<file path="src/rtl/dat_pkg.sv">
// Shared types and constants for the deferred action timer table.
`default_nettype none

package dat_pkg;

    localparam int COORD_W = 8;
    localparam int TIMER_W = 4;

    // Request codes carried by the req_type field.
    localparam logic REQ_SCHEDULE = 1'b0;
    localparam logic REQ_TICK     = 1'b1;

    localparam logic [TIMER_W-1:0] DELAY_RESET = 4'd3;

    typedef struct packed {
        logic [COORD_W-1:0] x;
        logic [COORD_W-1:0] y;
        logic [TIMER_W-1:0] timer;
        logic               flag;
    } entry_t;

    typedef struct packed {
        logic [COORD_W-1:0] x;
        logic [COORD_W-1:0] y;
        logic               energizer;
        logic               last;
    } result_t;

    // Result handed from the sequencer to the output register.
    typedef struct packed {
        logic    valid;
        result_t data;
    } push_t;

endpackage

`default_nettype wire

</file>
<file path="src/rtl/dat_entry_unit.sv">
// Shared compare and timer unit applied to the entry currently read from the table.
`default_nettype none

module dat_entry_unit (
    input  dat_pkg::entry_t                      cur,
    input  logic [dat_pkg::COORD_W-1:0]          req_x,
    input  logic [dat_pkg::COORD_W-1:0]          req_y,
    input  logic                                 req_flag,
    input  logic [dat_pkg::TIMER_W-1:0]          delay,
    output logic                                 match,
    output logic                                 expired,
    output dat_pkg::entry_t                      refreshed,
    output dat_pkg::entry_t                      decremented
);

    assign match   = (cur.x == req_x) && (cur.y == req_y);
    assign expired = (cur.timer == '0);

    always_comb begin
        refreshed       = cur;
        refreshed.timer = delay;
        refreshed.flag  = cur.flag | req_flag;
    end

    always_comb begin
        decremented       = cur;
        decremented.timer = cur.timer - dat_pkg::TIMER_W'(1);
    end

endmodule

`default_nettype wire

</file>
<file path="src/rtl/dat_engine.sv">
// Sequencer and entry memory that walk the table one entry per step.
`default_nettype none

module dat_engine #(
    parameter int TABLE_DEPTH = 8
) (
    input  logic                           aclk,
    input  logic                           aresetn,
    input  logic                           s_valid,
    output logic                           s_ready,
    input  logic                           s_req_type,
    input  logic [dat_pkg::COORD_W-1:0]    s_pos_x,
    input  logic [dat_pkg::COORD_W-1:0]    s_pos_y,
    input  logic                           s_energizer,
    input  logic [dat_pkg::TIMER_W-1:0]    delay,
    input  logic                           out_free,
    output dat_pkg::push_t                 push
);

    localparam int IDX_W = (TABLE_DEPTH > 1) ? $clog2(TABLE_DEPTH) : 1;
    localparam int CNT_W = IDX_W + 1;

    typedef enum logic [2:0] {
        ST_IDLE,
        ST_SCAN,
        ST_TICK_CHK,
        ST_TICK_LAST,
        ST_FLUSH
    } state_t;

    state_t                       state_reg, state_next;
    logic [IDX_W-1:0]             idx_reg, idx_next;
    logic [CNT_W-1:0]             count_reg, count_next;
    logic [dat_pkg::COORD_W-1:0]  req_x_reg, req_x_next;
    logic [dat_pkg::COORD_W-1:0]  req_y_reg, req_y_next;
    logic                         req_flag_reg, req_flag_next;
    logic                         pend_valid_reg, pend_valid_next;
    dat_pkg::entry_t              pend_reg, pend_next;

    dat_pkg::entry_t              mem [TABLE_DEPTH];
    dat_pkg::entry_t              rd_data_reg;
    logic                         we;
    logic [IDX_W-1:0]             waddr;
    dat_pkg::entry_t              wdata;
    logic                         rd_en;
    logic [IDX_W-1:0]             raddr;

    logic                         match;
    logic                         expired;
    dat_pkg::entry_t              refreshed;
    dat_pkg::entry_t              decremented;
    logic [CNT_W-1:0]             idx_inc;
    logic [CNT_W-1:0]             cnt_dec;
    logic                         is_tail;

    dat_entry_unit u_unit (
        .cur         (rd_data_reg),
        .req_x       (req_x_reg),
        .req_y       (req_y_reg),
        .req_flag    (req_flag_reg),
        .delay       (delay),
        .match       (match),
        .expired     (expired),
        .refreshed   (refreshed),
        .decremented (decremented)
    );

    assign idx_inc = CNT_W'(idx_reg) + CNT_W'(1);
    assign cnt_dec = count_reg - CNT_W'(1);
    assign is_tail = (idx_inc == count_reg);
    assign s_ready = (state_reg == ST_IDLE);

    always_comb begin
        state_next      = state_reg;
        idx_next        = idx_reg;
        count_next      = count_reg;
        req_x_next      = req_x_reg;
        req_y_next      = req_y_reg;
        req_flag_next   = req_flag_reg;
        pend_valid_next = pend_valid_reg;
        pend_next       = pend_reg;
        we              = 1'b0;
        waddr           = idx_reg;
        wdata           = refreshed;
        rd_en           = 1'b0;
        raddr           = idx_reg;
        push            = '0;

        case (state_reg)
            ST_IDLE: begin
                if (s_valid) begin
                    if (s_req_type == dat_pkg::REQ_TICK) begin
                        if (count_reg != '0) begin
                            rd_en      = 1'b1;
                            raddr      = '0;
                            idx_next   = '0;
                            state_next = ST_TICK_CHK;
                        end
                    end else begin
                        req_x_next    = s_pos_x;
                        req_y_next    = s_pos_y;
                        req_flag_next = s_energizer;
                        if (count_reg == '0) begin
                            we         = 1'b1;
                            waddr      = '0;
                            wdata      = '{x: s_pos_x, y: s_pos_y, timer: delay,
                                           flag: s_energizer};
                            count_next = CNT_W'(1);
                        end else begin
                            rd_en      = 1'b1;
                            raddr      = '0;
                            idx_next   = '0;
                            state_next = ST_SCAN;
                        end
                    end
                end
            end
            ST_SCAN: begin
                if (match) begin
                    we         = 1'b1;
                    waddr      = idx_reg;
                    wdata      = refreshed;
                    state_next = ST_IDLE;
                end else if (is_tail) begin
                    // No entry holds this coordinate: append when there is room.
                    if (count_reg < CNT_W'(TABLE_DEPTH)) begin
                        we         = 1'b1;
                        waddr      = count_reg[IDX_W-1:0];
                        wdata      = '{x: req_x_reg, y: req_y_reg, timer: delay,
                                       flag: req_flag_reg};
                        count_next = count_reg + CNT_W'(1);
                    end
                    state_next = ST_IDLE;
                end else begin
                    rd_en    = 1'b1;
                    raddr    = idx_inc[IDX_W-1:0];
                    idx_next = idx_inc[IDX_W-1:0];
                end
            end
            ST_TICK_CHK: begin
                if (!expired) begin
                    we    = 1'b1;
                    waddr = idx_reg;
                    wdata = decremented;
                    if (is_tail) begin
                        state_next = pend_valid_reg ? ST_FLUSH : ST_IDLE;
                    end else begin
                        rd_en    = 1'b1;
                        raddr    = idx_inc[IDX_W-1:0];
                        idx_next = idx_inc[IDX_W-1:0];
                    end
                end else if (!pend_valid_reg || out_free) begin
                    // The held result is not the last of this tick, since another
                    // entry has expired after it.
                    if (pend_valid_reg) begin
                        push.valid          = 1'b1;
                        push.data.x         = pend_reg.x;
                        push.data.y         = pend_reg.y;
                        push.data.energizer = pend_reg.flag;
                        push.data.last      = 1'b0;
                    end
                    pend_next       = rd_data_reg;
                    pend_valid_next = 1'b1;
                    if (is_tail) begin
                        count_next = cnt_dec;
                        state_next = ST_FLUSH;
                    end else begin
                        rd_en      = 1'b1;
                        raddr      = cnt_dec[IDX_W-1:0];
                        state_next = ST_TICK_LAST;
                    end
                end
            end
            ST_TICK_LAST: begin
                // The last entry moves into the freed slot and is examined there
                // straight from the read register.
                we         = 1'b1;
                waddr      = idx_reg;
                wdata      = rd_data_reg;
                count_next = cnt_dec;
                state_next = ST_TICK_CHK;
            end
            ST_FLUSH: begin
                if (out_free) begin
                    push.valid          = 1'b1;
                    push.data.x         = pend_reg.x;
                    push.data.y         = pend_reg.y;
                    push.data.energizer = pend_reg.flag;
                    push.data.last      = 1'b1;
                    pend_valid_next     = 1'b0;
                    state_next          = ST_IDLE;
                end
            end
            default: begin
                state_next = ST_IDLE;
            end
        endcase
    end

    always_ff @(posedge aclk) begin
        if (!aresetn) begin
            state_reg      <= ST_IDLE;
            idx_reg        <= '0;
            count_reg      <= '0;
            pend_valid_reg <= 1'b0;
        end else begin
            state_reg      <= state_next;
            idx_reg        <= idx_next;
            count_reg      <= count_next;
            pend_valid_reg <= pend_valid_next;
        end
    end

    always_ff @(posedge aclk) begin
        req_x_reg    <= req_x_next;
        req_y_reg    <= req_y_next;
        req_flag_reg <= req_flag_next;
        pend_reg     <= pend_next;
    end

    always_ff @(posedge aclk) begin
        if (we) begin
            mem[waddr] <= wdata;
        end
        if (rd_en) begin
            rd_data_reg <= mem[raddr];
        end
    end

    a_count_bounded : assert property (
        @(posedge aclk) disable iff (!aresetn)
        count_reg <= CNT_W'(TABLE_DEPTH))
        else $error("entry count exceeds table depth");

    a_idle_no_pending : assert property (
        @(posedge aclk) disable iff (!aresetn)
        s_ready |-> !pend_valid_reg)
        else $error("held result left over when accepting a new item");

    a_no_rw_collision : assert property (
        @(posedge aclk) disable iff (!aresetn)
        (we && rd_en) |-> (waddr != raddr))
        else $error("read and write hit the same entry in one cycle");

    a_last_ends_tick : assert property (
        @(posedge aclk) disable iff (!aresetn)
        (push.valid && push.data.last) |=> (state_reg == ST_IDLE))
        else $error("tick continued after its final result");

    a_push_has_room : assert property (
        @(posedge aclk) disable iff (!aresetn)
        push.valid |-> out_free)
        else $error("result pushed while the output register is full");

endmodule

`default_nettype wire

</file>
<file path="src/rtl/deferred_action_timer_table.sv">
// Top level of the deferred action timer table: configuration and output registers.
//
// Input channel (s_*): one item is either a schedule request (s_req_type 0) that
// refreshes the entry with the same coordinate or appends one while not full, or a frame
// tick (s_req_type 1) that counts every entry down and emits each expired one.
// Result channel (m_*): one item per expired entry, in expiry order; m_last marks
// the final one of a tick. A tick with nothing expired and every schedule request
// give no result.
// Operation: the table is one memory walked one entry per cycle through a single
// read port, but for the refill steps and while a result waits for room. A schedule
// request is accepted, then compared against one entry after another until a match
// or the tail. A tick is accepted, then examines each entry; an expired entry not at
// the tail is refilled from the tail, and the final result is handed over last.
// s_ready is high only while no item is in work. cfg_wr_en / cfg_wr_data write the
// delay register. Reset empties the table and loads a delay of 3 frames; no clearing
// pass is run. When the receiver stalls, one result waits in the output register and
// one more is held in the engine; the walk halts at the next expired entry, and the
// final result of a tick keeps s_ready low until the output register has room.
`default_nettype none

module deferred_action_timer_table #(
    parameter int TABLE_DEPTH = 8
) (
    input  logic                          aclk,
    input  logic                          aresetn,
    input  logic                          cfg_wr_en,
    input  logic [dat_pkg::TIMER_W-1:0]   cfg_wr_data,
    input  logic                          s_valid,
    output logic                          s_ready,
    input  logic                          s_req_type,
    input  logic [dat_pkg::COORD_W-1:0]   s_pos_x,
    input  logic [dat_pkg::COORD_W-1:0]   s_pos_y,
    input  logic                          s_energizer,
    output logic                          m_valid,
    input  logic                          m_ready,
    output logic [dat_pkg::COORD_W-1:0]   m_out_x,
    output logic [dat_pkg::COORD_W-1:0]   m_out_y,
    output logic                          m_out_energizer,
    output logic                          m_last
);

    logic [dat_pkg::TIMER_W-1:0] delay_reg;
    logic                        m_valid_reg;
    dat_pkg::result_t            result_reg;
    logic                        out_free;
    dat_pkg::push_t              push;

    assign out_free = !m_valid_reg || m_ready;

    dat_engine #(
        .TABLE_DEPTH (TABLE_DEPTH)
    ) u_engine (
        .aclk        (aclk),
        .aresetn     (aresetn),
        .s_valid     (s_valid),
        .s_ready     (s_ready),
        .s_req_type  (s_req_type),
        .s_pos_x     (s_pos_x),
        .s_pos_y     (s_pos_y),
        .s_energizer (s_energizer),
        .delay       (delay_reg),
        .out_free    (out_free),
        .push        (push)
    );

    always_ff @(posedge aclk) begin
        if (!aresetn) begin
            delay_reg   <= dat_pkg::DELAY_RESET;
            m_valid_reg <= 1'b0;
        end else begin
            if (cfg_wr_en) begin
                delay_reg <= cfg_wr_data;
            end
            if (push.valid) begin
                m_valid_reg <= 1'b1;
            end else if (m_ready) begin
                m_valid_reg <= 1'b0;
            end
        end
    end

    always_ff @(posedge aclk) begin
        if (push.valid) begin
            result_reg <= push.data;
        end
    end

    assign m_valid         = m_valid_reg;
    assign m_out_x         = result_reg.x;
    assign m_out_y         = result_reg.y;
    assign m_out_energizer = result_reg.energizer;
    assign m_last          = result_reg.last;

endmodule

`default_nettype wire
</file>
<file path="config.mk">
export PLATFORM = sky130hd
export DESIGN_NAME = deferred_action_timer_table
export DESIGN_NICKNAME = d
export VERILOG_FILES = /design/src/rtl/dat_pkg.sv /design/src/rtl/dat_entry_unit.sv /design/src/rtl/dat_engine.sv /design/src/rtl/deferred_action_timer_table.sv
export SDC_FILE = /design/constraint.sdc
export NUM_CORES = 1
export LEC_CHECK = 0
export ABC_AREA = 1
export BUFFER_PORTS_ARGS = -buffer_cell sky130_fd_sc_hd__buf_4
export CORE_MARGIN = 4
export CORE_UTILIZATION = 45
export DETAILED_ROUTE_END_ITERATION = 8
export RECOVER_POWER = 50
export SYNTH_ARGS = -nofsm -noshare
export SYNTH_HDL_FRONTEND = slang
export SYNTH_HIERARCHICAL = 1
export SYNTH_SLANG_ARGS = --single-unit
</file>
<file path="constraint.sdc">
create_clock -name aclk -period 3.63 [get_ports aclk]
set_clock_uncertainty 0.1 [all_clocks]
set_input_delay 0.5445 -clock aclk [delete_from_list [all_inputs] [get_ports aclk]]
set_output_delay 0.5445 -clock aclk [all_outputs]
set_load 0.05 [all_outputs]
</file>
== Yosys cells after proc, flatten, opt, wreduce, memory -nomap -nowiden ==
Memories as Yosys holds them, arrays and structs flattened. A register that Yosys moved wholly into a read port is not among the register bits.
Cells that the tools add are included.

* Logic and storage cells: 146
* Memories: 1
* Register bits after elaboration: 68
* Memory bits (writable): 168
* Output and inout bits: 20
* Bits of input ports: 27

{| class="wikitable"
|+ Memory list
! memory !! depth !! width !! rd ports !! clocked after memory_dff !! wr ports !! RTL line !! source
|-
| u_engine.mem || 8 || 21 || 1 || 1 || 1 || dat_engine.sv:40 || <nowiki>dat_pkg::entry_t mem [TABLE_DEPTH];</nowiki>
|}

* $lt $le $gt $ge: 1
* Multiplexer cells: 80
* Add/sub/neg operators: 4
* Bitwise operators: 2
* Reductions and logical operators: 19
* Eq/ne operators: 23

{| class="wikitable"
|+ Operators with widths
! kind !! count
|-
| 2-to-1 mux 21 bit || 6
|-
| 2-to-1 mux 3 bit || 28
|-
| one-hot mux 21 bit (4 select lines) || 1
|-
| 2-to-1 mux 19 bit || 4
|-
| one-hot mux 19 bit (2 select lines) || 1
|-
| 2-to-1 mux 4 bit || 9
|-
| 2-to-1 mux 1 bit || 22
|-
| one-hot mux 3 bit (3 select lines) || 2
|-
| equality test 8 bit || 2
|-
| one-hot mux 4 bit (4 select lines) || 1
|-
| one-hot mux 3 bit (5 select lines) || 1
|-
| inequality test 2 x 1 -> 1 bit, second input constant || 7
|-
| AND reduction 10 bit || 1
|-
| zero test 4 bit || 2
|-
| inequality test 2 bit, second input constant || 4
|-
| nonzero test 4 bit || 2
|-
| subtractor 4 x 1 -> 4 bit, second input constant || 2
|-
| AND reduction 7 bit || 1
|-
| equality test 3 x 2 -> 1 bit, second input constant || 2
|-
| inequality test 3 x 1 -> 1 bit, second input constant || 2
|-
| inequality test 3 bit, second input constant || 2
|-
| one-hot mux 3 bit (2 select lines) || 1
|-
| AND reduction 3 bit || 2
|-
| 2-to-1 mux 5 bit || 1
|-
| other kinds (20) || 23
|}

== Longest topological paths before layout ==
Gate-level depths: netlist (run 1).

* Depth after elaboration: 7
* Gate-level depth with buffers: 18
* Depth with buffers taken out: 17

== By module ==
The synthesis (run 1) kept the hierarchy.

{| class="wikitable"
|+ Modules (own cells, without submodules)
! module !! area an instance (um^2) !! cells an instance !! sequential area each (um^2) !! times used
|-
| dat_engine || 10672.7 || 1010 || 6916.6 || 1
|-
| deferred_action_timer_table || 714.4 || 41 || 640.6 || 1
|-
| dat_entry_unit || 584.3 || 97 || 0.0 || 1
|}

== Least setup slack after synthesis (run 1) ==
No wires, ideal clock.

* Kind: register to register
* Start point: register u_engine.idx_reg[1]
* End point: memory u_engine/mem[4][0] in the netlist's numbering (enable)
* Stages on the path, launching flop included: 14
* Required time: 3131 ps
* Data arrival time: 2862 ps
* Period minus slack after synthesis: 3360 ps
* Slack: 270 ps
* Buffers on the path: 1
* Library setup time: 399 ps
* Cells stage by stage: dfxtp_1 -> ha_1 -> inv_1 -> nand2_1 -> nand2_1 -> nand2_1 -> nor2_4 -> nand2_4 -> buf_6 -> inv_2 -> nand3_1 -> o32ai_1 -> nand2_1 -> nor2_1

* Cells in the longest elaborated chain, start to end: 7
* Elaborated cells on any way between the ends: 14
* Classes of those cells: add/sub: 1; eq/ne: 1; mux: 12

{| class="wikitable"
|+ Ends and longest elaborated chain
! what !! RTL line !! source
|-
| from (decl) || dat_engine.sv:32 || <nowiki>logic [IDX_W-1:0] idx_reg, idx_next;</nowiki>
|-
| from (signal assigned) || dat_engine.sv:208 || <nowiki>idx_reg <= idx_next;</nowiki>
|-
| adder 3 x 1 -> 4 bit || dat_engine.sv:68 || <nowiki>assign idx_inc = CNT_W'(idx_reg) + CNT_W'(1);</nowiki>
|-
| equality test 4 bit || dat_engine.sv:70 || <nowiki>assign is_tail = (idx_inc == count_reg);</nowiki>
|-
| 2-to-1 mux 1 bit || dat_engine.sv:124 || <nowiki>end else if (is_tail) begin</nowiki>
|-
| 2-to-1 mux 1 bit || dat_engine.sv:119 || <nowiki>if (match) begin</nowiki>
|-
| one-hot mux 1 bit (4 select lines) || dat_engine.sv:89 || <nowiki>case (state_reg)</nowiki>
|-
| 2-to-1 mux 1 bit || dat_engine.sv:222 || <nowiki>if (we) begin</nowiki>
|-
| 2-to-1 mux 1 bit (implied by the code) || dat_engine.sv:223 || <nowiki>mem[waddr] <= wdata;</nowiki>
|-
| to (decl) || dat_engine.sv:40 ||
|}

Parallel ways exist; a longest one is shown, timed or not.

== Worst setup path after layout (run 1) ==
* Start point: register u_engine/rd_data_reg[1] (netlist name)
* End point: register u_engine/rd_data_reg[15] (netlist name)

* Cells in the longest elaborated chain, start to end: 3
* Elaborated cells on any way between the ends: 5
* Classes of those cells: mux: 4; reduce/logical: 1

{| class="wikitable"
|+ Ends and longest elaborated chain
! what !! RTL line !! source
|-
| zero test 4 bit * || dat_entry_unit.sv:17 || <nowiki>assign expired = (cur.timer == '0);</nowiki>
|-
| via u_engine.expired || dat_engine.sv:49 || <nowiki>logic expired;</nowiki>
|-
| 2-to-1 mux 3 bit or 2-to-1 mux 1 bit (tied branches) || dat_engine.sv:141 || <nowiki>if (!expired) begin</nowiki>
|-
| one-hot mux 3 bit (3 select lines) or one-hot mux 1 bit (3 select lines) (tied branches) || dat_engine.sv:89 ||
|}

The timed path passes the listed nets; every way through them passes the cells marked *.
A chain may end at the register's enable or synchronous reset.

==> impl_metrics.ini, run 1 <==
[global_routing]
grt_util_met3 = 0.0231
antenna_found_initial = 0
met1_usage = 0.286
gr-max-usage-layer = met2
grt_max_degree = 59
grt_pass1_vias = 7706
grt_use_met2 = 0.310
grt_overflow_total = 0
grt_first_pass_wirelength_um = 44500
grt_util_all_layers = 0.194

[logic_synthesis]
yosys.area.top_type_share = 0.605
synth.distinct_cells = 40
syn-instance-count = 1148
yosysSeqAreaShare = 0.631
synth.area.top_cells = edfxtp_1 60%, nand3_1 9.4%, nand2_1 8.8%
yosys_warnings = 6
synth.mux.area_fraction = 0
synth_simple_gate_area_share = 0.242
synth-seq-cells = 257
post_synth_fa_ha_maj_area_fraction = 0.00418
synthFlopType = edfxtp_1
synth_top_family_by_area = simple AND/OR/NAND/NOR gates
synth_area_um2 = 12000
synthXorXnorAreaFrac = 0.0102
syn_nets = 1179
synth_compound_area_frac = 0.0387
yosysMostFrequentCell = nand2_1
syn_area_per_cell_um2 = 10.4
synth.largest_area_cell = edfxtp_1
synth_edf_count = 241
synthArstFlopShare = 0
synth_common_cells = 282 x nand2_1, 241 x edfxtp_1, 224 x nand3_1

[die]
die_area_um2 = 29300
die_h_um = 171
rows = 59
initial_core_util = 0.458
core_um2 = 26100
ios = 47
die_w_um = 171

[drt]
viasPerCell = 5.53
ant_nets = 0
num_vias = 8405
wirelength_um = 28500
drt_pass1_iterations = 5
drc = 0
drt-initial-drc-count = 903
post_drt_wl_per_cell_um = 18.8

[worst_setup_path]
r2r_slack_ns = 0.26
critical_path_required_ns = 3.91
ff2ff_path_depth = 13
arrival_ns = 3.65
r2r-start = u_engine/rd_data_reg[1]
slowest_delay_ns = 0.67
startpoint = u_engine/rd_data_reg[1]
cp_slowest_cell = inv_1
worst-path-max-fanout = 21
reg2reg_to = u_engine/rd_data_reg[15]
startpoint_type = flop
path_class = flop to flop
end_kind = flop
crit_chain = inv_1, ha_1, nor3b_1, inv_1, nor2_1, inv_1, nand2_1, nand2_1, nand2_1, o21ai_2, inv_1, nand3_1, nand2_1

[clock_network]
htreeDepth = 1
root_buffer = clkbuf_16
numCtsBuffers = 26
postCtsSetupRepairBufs = 0
cts_buffer_depth = 3
cts.sinks = 257
clkTransAtPathRegs_ns = 0.06
cts_tree = done
clock_latency_ns = 0.54
holdBufCountCts = 0

[cells_and_area]
stdcell_count = 1520
syn2layout_area_growth_pct = 10.2
layout.nets = 1199
drive_above_1_share = 0.107
insertedDiodeCount = 0
nFillCells = 2331
largest_reg_flops = 168

[timing]
period_minus_slack_ns = 3.37
slew_viol_final = 0
final.setup.tns_ns = 0
timing.fmax_mhz = 296
timing.final.crit_share = 0.929
grt_setup_unrepaired = false
setup_viol = 0
tightest_slew_ns = 1.17
hold_violations = 0
relSlewSlack = 0.220

[placed_design]
gp_congestion = 0.964
numPortBuffers = 46
dp.cells = 1475
dp_hpwl_um = 17600

[worst_hold_path]
min_delay_path_depth = 1
hold_path_class = input port to flop
holdPathEnd = u_engine/req_x_reg[1]
hold_path_startpoint = s_pos_x[1]

[flow_run]
cap_violations = 0

[outcome]
outcome = completed
routing by layer:
| metal | vias up | wire [µm] |
|---|---|---|
| met5 | - | 0 |
| met4 | 0 | 581 |
| met3 | 54 | 2030 |
| met2 | 308 | 13300 |
| met1 | 4046 | 12700 |
| li1 | 3997 | - |
stage by stage:
step	cell area, µm²	hold WS [ns]	worst slack [ns]	utilization
2_1_floorplan	12000	0.351	0.270	-
3_3_place_gp	12600	0.388	0.350	0.481
3_5_place_dp	12600	0.386	0.267	0.481
4_1_cts	13400	0.0680	0.247	0.512
5_1_grt	13200	0.0940	0.0461	0.505
6_report	13200	0.113	0.257	0.505
cell families (layout without fill, tap and decap cells):
kind of cell	count (synthesis)	count (layout)
flip-flops	257	257
buffers and inverters	170	207
AO/OA/AOI/OAI	77	77
AND/OR/NAND/NOR	626	626
XOR/XNOR	14	14
adder cells (fa/ha/maj)	4	4
area by class of cell:
cell class	instances	area [µm²]	area share
flip-flops and latches	257	7560	0.573
multi-input cells	721	3550	0.269
clock buffers	32	693	0.0525
repair buffers	80	571	0.0432
well taps	335	419	0.0318
inverters	82	308	0.0233
clock inverters	13	98.8	0.00749
placed cells by master (no fill, tap or decap), drive strengths merged, types with 7 or more instances in the layout:
master	netlist	routed
inv	80	79
nor2	65	65
dfxtp	16	16
clkinv	2	15
nand2	289	289
xnor2	11	11
a21oi	20	20
nand4	9	9
o21ai	32	32
edfxtp	241	241
buf	71	35
nand3	246	246
clkbuf	17	77
nand3b	11	11
a221oi	7	7
what timing repair did:
item | in CTS | in global routing
hold endpoints to repair | 0 | 0
resized for setup | 0 | 1
endpoints found under the setup margin | 0 | 1
worst max path at each step:
stage	slack, ns	endpoint	depth (start not counted)
2_1_floorplan	0.27	u_engine/mem[4][0]	13
3_3_place_gp	0.35	u_engine/rd_data_reg[15]	15
3_5_place_dp	0.27	u_engine/rd_data_reg[15]	14
4_1_cts	0.25	u_engine/rd_data_reg[15]	14
5_1_grt	0.05	u_engine/rd_data_reg[20]	13
6_report	0.26	u_engine/rd_data_reg[15]	13
worst max-delay path: cells and delay by family, from the launching register on:
kind / cells / cell delay [ns]
adders and majority gates: 1 / 0.18
AOI/OAI and AO/OA: 1 / 0.06
buffers and inverters: 4 / 1.14
and+or+nand+nor: 7 / 1.32
DFF: 1 / 0.40
Power of run 1 is left out: the tool's default activity adds up to more than one toggle a clock period on the data nets, which glitch-free logic cannot reach.
==> inputs of run 2 (changes only) <==
ABC_AREA = 0   (was 1)
SYNTH_HIERARCHICAL = default   (was 1)
==> run 2 against run 1 <==
- global-route usage shrank 1.0 points
- die area shrank 4.6%
- worst hold slack better by 0.0056 ns
- wire length is 6.8% lower
- register-to-register slack got worse by 0.15 ns
- fmax shrank 4.2%
- critical path depth down 3
- first-iteration DRC count shrank 10%
- synthesized cell count shrank 31%
==> impl_metrics.ini, run 2 <==
[outcome]
outcome = completed

[die]
rows = 57
die_area_um2 = 27900
ios = 47
core_um2 = 24600
initial_core_util = 0.463
die_w_um = 167
die_h_um = 167

[global_routing]
grt_util_all_layers = 0.184
grt_first_pass_wirelength_um = 40800
grt_max_degree = 43
antenna_found_initial = 0
grt_overflow_total = 0
grt_pass1_vias = 7041

[cells_and_area]
stdcell_area_um2 = 13400
drive_above_1_share = 0.237
syn2layout_area_growth_pct = 17.4
insertedDiodeCount = 0
stdcell_count = 1231
layout.nets = 918
largest_reg_flops = 168
final_cell_mix = 241 x edfxtp_1, 59 x buf_4, 49 x mux2i_1
final_common_cell = edfxtp_1

[logic_synthesis]
synth-seq-cells = 257
synth.area.top_cells = edfxtp_1 64%, mux2i_1 4.3%, dfxtp_1 2.8%
yosys.area.top_type_share = 0.635
synthArstFlopShare = 0
synth_edf_count = 241
syn_area_per_cell_um2 = 14.3
synthFlopType = edfxtp_1
synth.largest_area_cell = edfxtp_1
syn_nets = 827
yosys_warnings = 0
syn-instance-count = 796
synth_common_cells = 241 x edfxtp_1, 49 x mux2i_1, 45 x and3_1
synth.distinct_cells = 67
yosysSeqAreaShare = 0.663
synth_area_um2 = 11400
yosysMostFrequentCell = edfxtp_1

[worst_hold_path]
hold_path_class = input port to flop
min_delay_path_depth = 1
holdPathEnd = u_engine.req_x_reg[3]
hold_path_startpoint = s_pos_x[3]

[clock_network]
htreeDepth = 1
clock_latency_ns = 0.54
cts_tree = done
root_buffer = clkbuf_16
cts_buffer_depth = 3
numCtsBuffers = 27
cts.sinks = 257
clkTransAtPathRegs_ns = 0.07

[placed_design]
numPortBuffers = 46
dp_hpwl_um = 17000
post-place-ws_ns = 0.0118
place_area_um2 = 12600
gp_congestion = 0.846
dp.cells = 1172

[timing]
setup_viol = 0
tightest_slew_ns = 1.21
period_minus_slack_ns = 3.52
hold_violations = 0
timing.fmax_mhz = 284
slew_viol_final = 0
timing.final.crit_share = 0.970
relSlewSlack = 0.196
fin_ws_ns = 0.109

[worst_setup_path]
startpoint_type = flop
crit_chain = inv_1, ha_1, or3b_2, nor3b_2, nor2_1, or3_1, a21o_1, buf_4, a222oi_1, inv_1
r2r-start = u_engine.count_reg[1]
crit_family = simple AND/OR/NAND/NOR gates
slowest_delay_ns = 0.54
arrival_ns = 3.66
crit_top_cell = inv_1
path_class = flop to flop
critical_path_required_ns = 3.77
cp_slowest_cell = or3b_2
end_kind = flop
r2r_slack_ns = 0.11
ff2ff_path_depth = 10
worst-path-max-fanout = 13
critPathBufInv = 3
reg2reg_to = u_engine.mem[7][16]

[flow_run]
cap_violations = 0

[drt]
drt-initial-drc-count = 811
num_vias = 7061
drc = 0
ant_nets = 0
viasPerCell = 5.74
post_drt_wl_per_cell_um = 21.6
wirelength_um = 26600
drt_pass1_iterations = 7

[power_and_ir_drop]
irDropWorstVdd_mv = 0.471
power_density_nw_per_um2 = 866
p_leak_nw = 4.86
run 2: area by class of cell:
| type | count | area (µm²) |
|---|---|---|
| Clock inverter | 19 | 143 |
| Timing Repair Buffer | 113 | 808 |
| Inverter | 27 | 101 |
| Multi-Input combinational cell | 461 | 3680 |
| Tap cell | 324 | 405 |
| Clock buffer | 30 | 687 |
| Fill cell | 2087 | 11200 |
| Sequential cell | 257 | 7560 |
run 2: repair_timing:
item,4_1_cts,5_1_grt
setup endpoints to repair,1,155
cloned,0,1
gates resized for setup,1,19
pin swaps,0,5
setup buffers,0,9
hold buffers,0,0
run 2: layer usage:
| metal | wire length (µm) | vias to the layer above | track usage | part of all wire |
|---|---|---|---|---|
| met1 | 12000 | 3556 | 0.265 | 0.45 |
| met3 | 1460 | 31 | 0.0262 | 0.055 |
| met5 | 0 | - | 0 | 0 |
| li1 | - | 3268 | - | - |
| met4 | 446 | 0 | 0.0381 | 0.017 |
| met2 | 12600 | 206 | 0.302 | 0.48 |
run 2: worst max path at each step:
stage          depth (start not counted)                       end  slack (ns)                  start
2_1_floorplan                         11        u_engine.mem[1][0]      -0.005    u_engine.idx_reg[0]
4_1_cts                               10   u_engine.rd_data_reg[0]        0.03    u_engine.idx_reg[0]
5_1_grt                               10  u_engine.rd_data_reg[11]      -0.004    u_engine.idx_reg[0]
3_3_place_gp                          11       u_engine.mem[3][12]        0.07  u_engine.count_reg[1]
3_5_place_dp                          11   u_engine.rd_data_reg[9]        0.01    u_engine.idx_reg[0]
6_report                              10       u_engine.mem[7][16]        0.11  u_engine.count_reg[1]
run 2: cells by family after synthesis:
group,count (synthesis),synth area share
fa+ha+maj,4,0.00439
buf+inv,79,0.0316
xor+xnor,22,0.0182
compound gates,105,0.0675
flops,257,0.663
mux,91,0.0915
simple gates,238,0.124
run 2: report_power, final:
group,leakage (nW),switching [mW],internal [mW]
clock,0.404,1.13,1.44
combinational,2.17,2.61,1.84
sequential,2.29,0.260,4.29
run 2: worst register-to-register path: cells and delay by family (launching register included):
family,cells,cell delay (ns)
AND/OR/NAND/NOR,4,1.24
AO/OA/AOI/OAI,2,0.70
adder cells (fa/ha/maj),1,0.24
flip-flops,1,0.38
buffers and inverters,3,0.56
run 2: through the flow:
step / total power [mW] / utilization / hold slack, ns / setup TNS (ns)
global route: 12.2 / 0.544 / 0.100 / -0.00444
CTS: 11.5 / 0.544 / 0.0689 / 0
global placement: 8.72 / 0.510 / 0.391 / 0
finish: 11.6 / 0.544 / 0.118 / 0
floorplan: 7.41 / - / 0.358 / -0.101
detailed placement: 8.87 / 0.510 / 0.393 / 0
No activity file was read; power rests on OpenSTA's default activity.
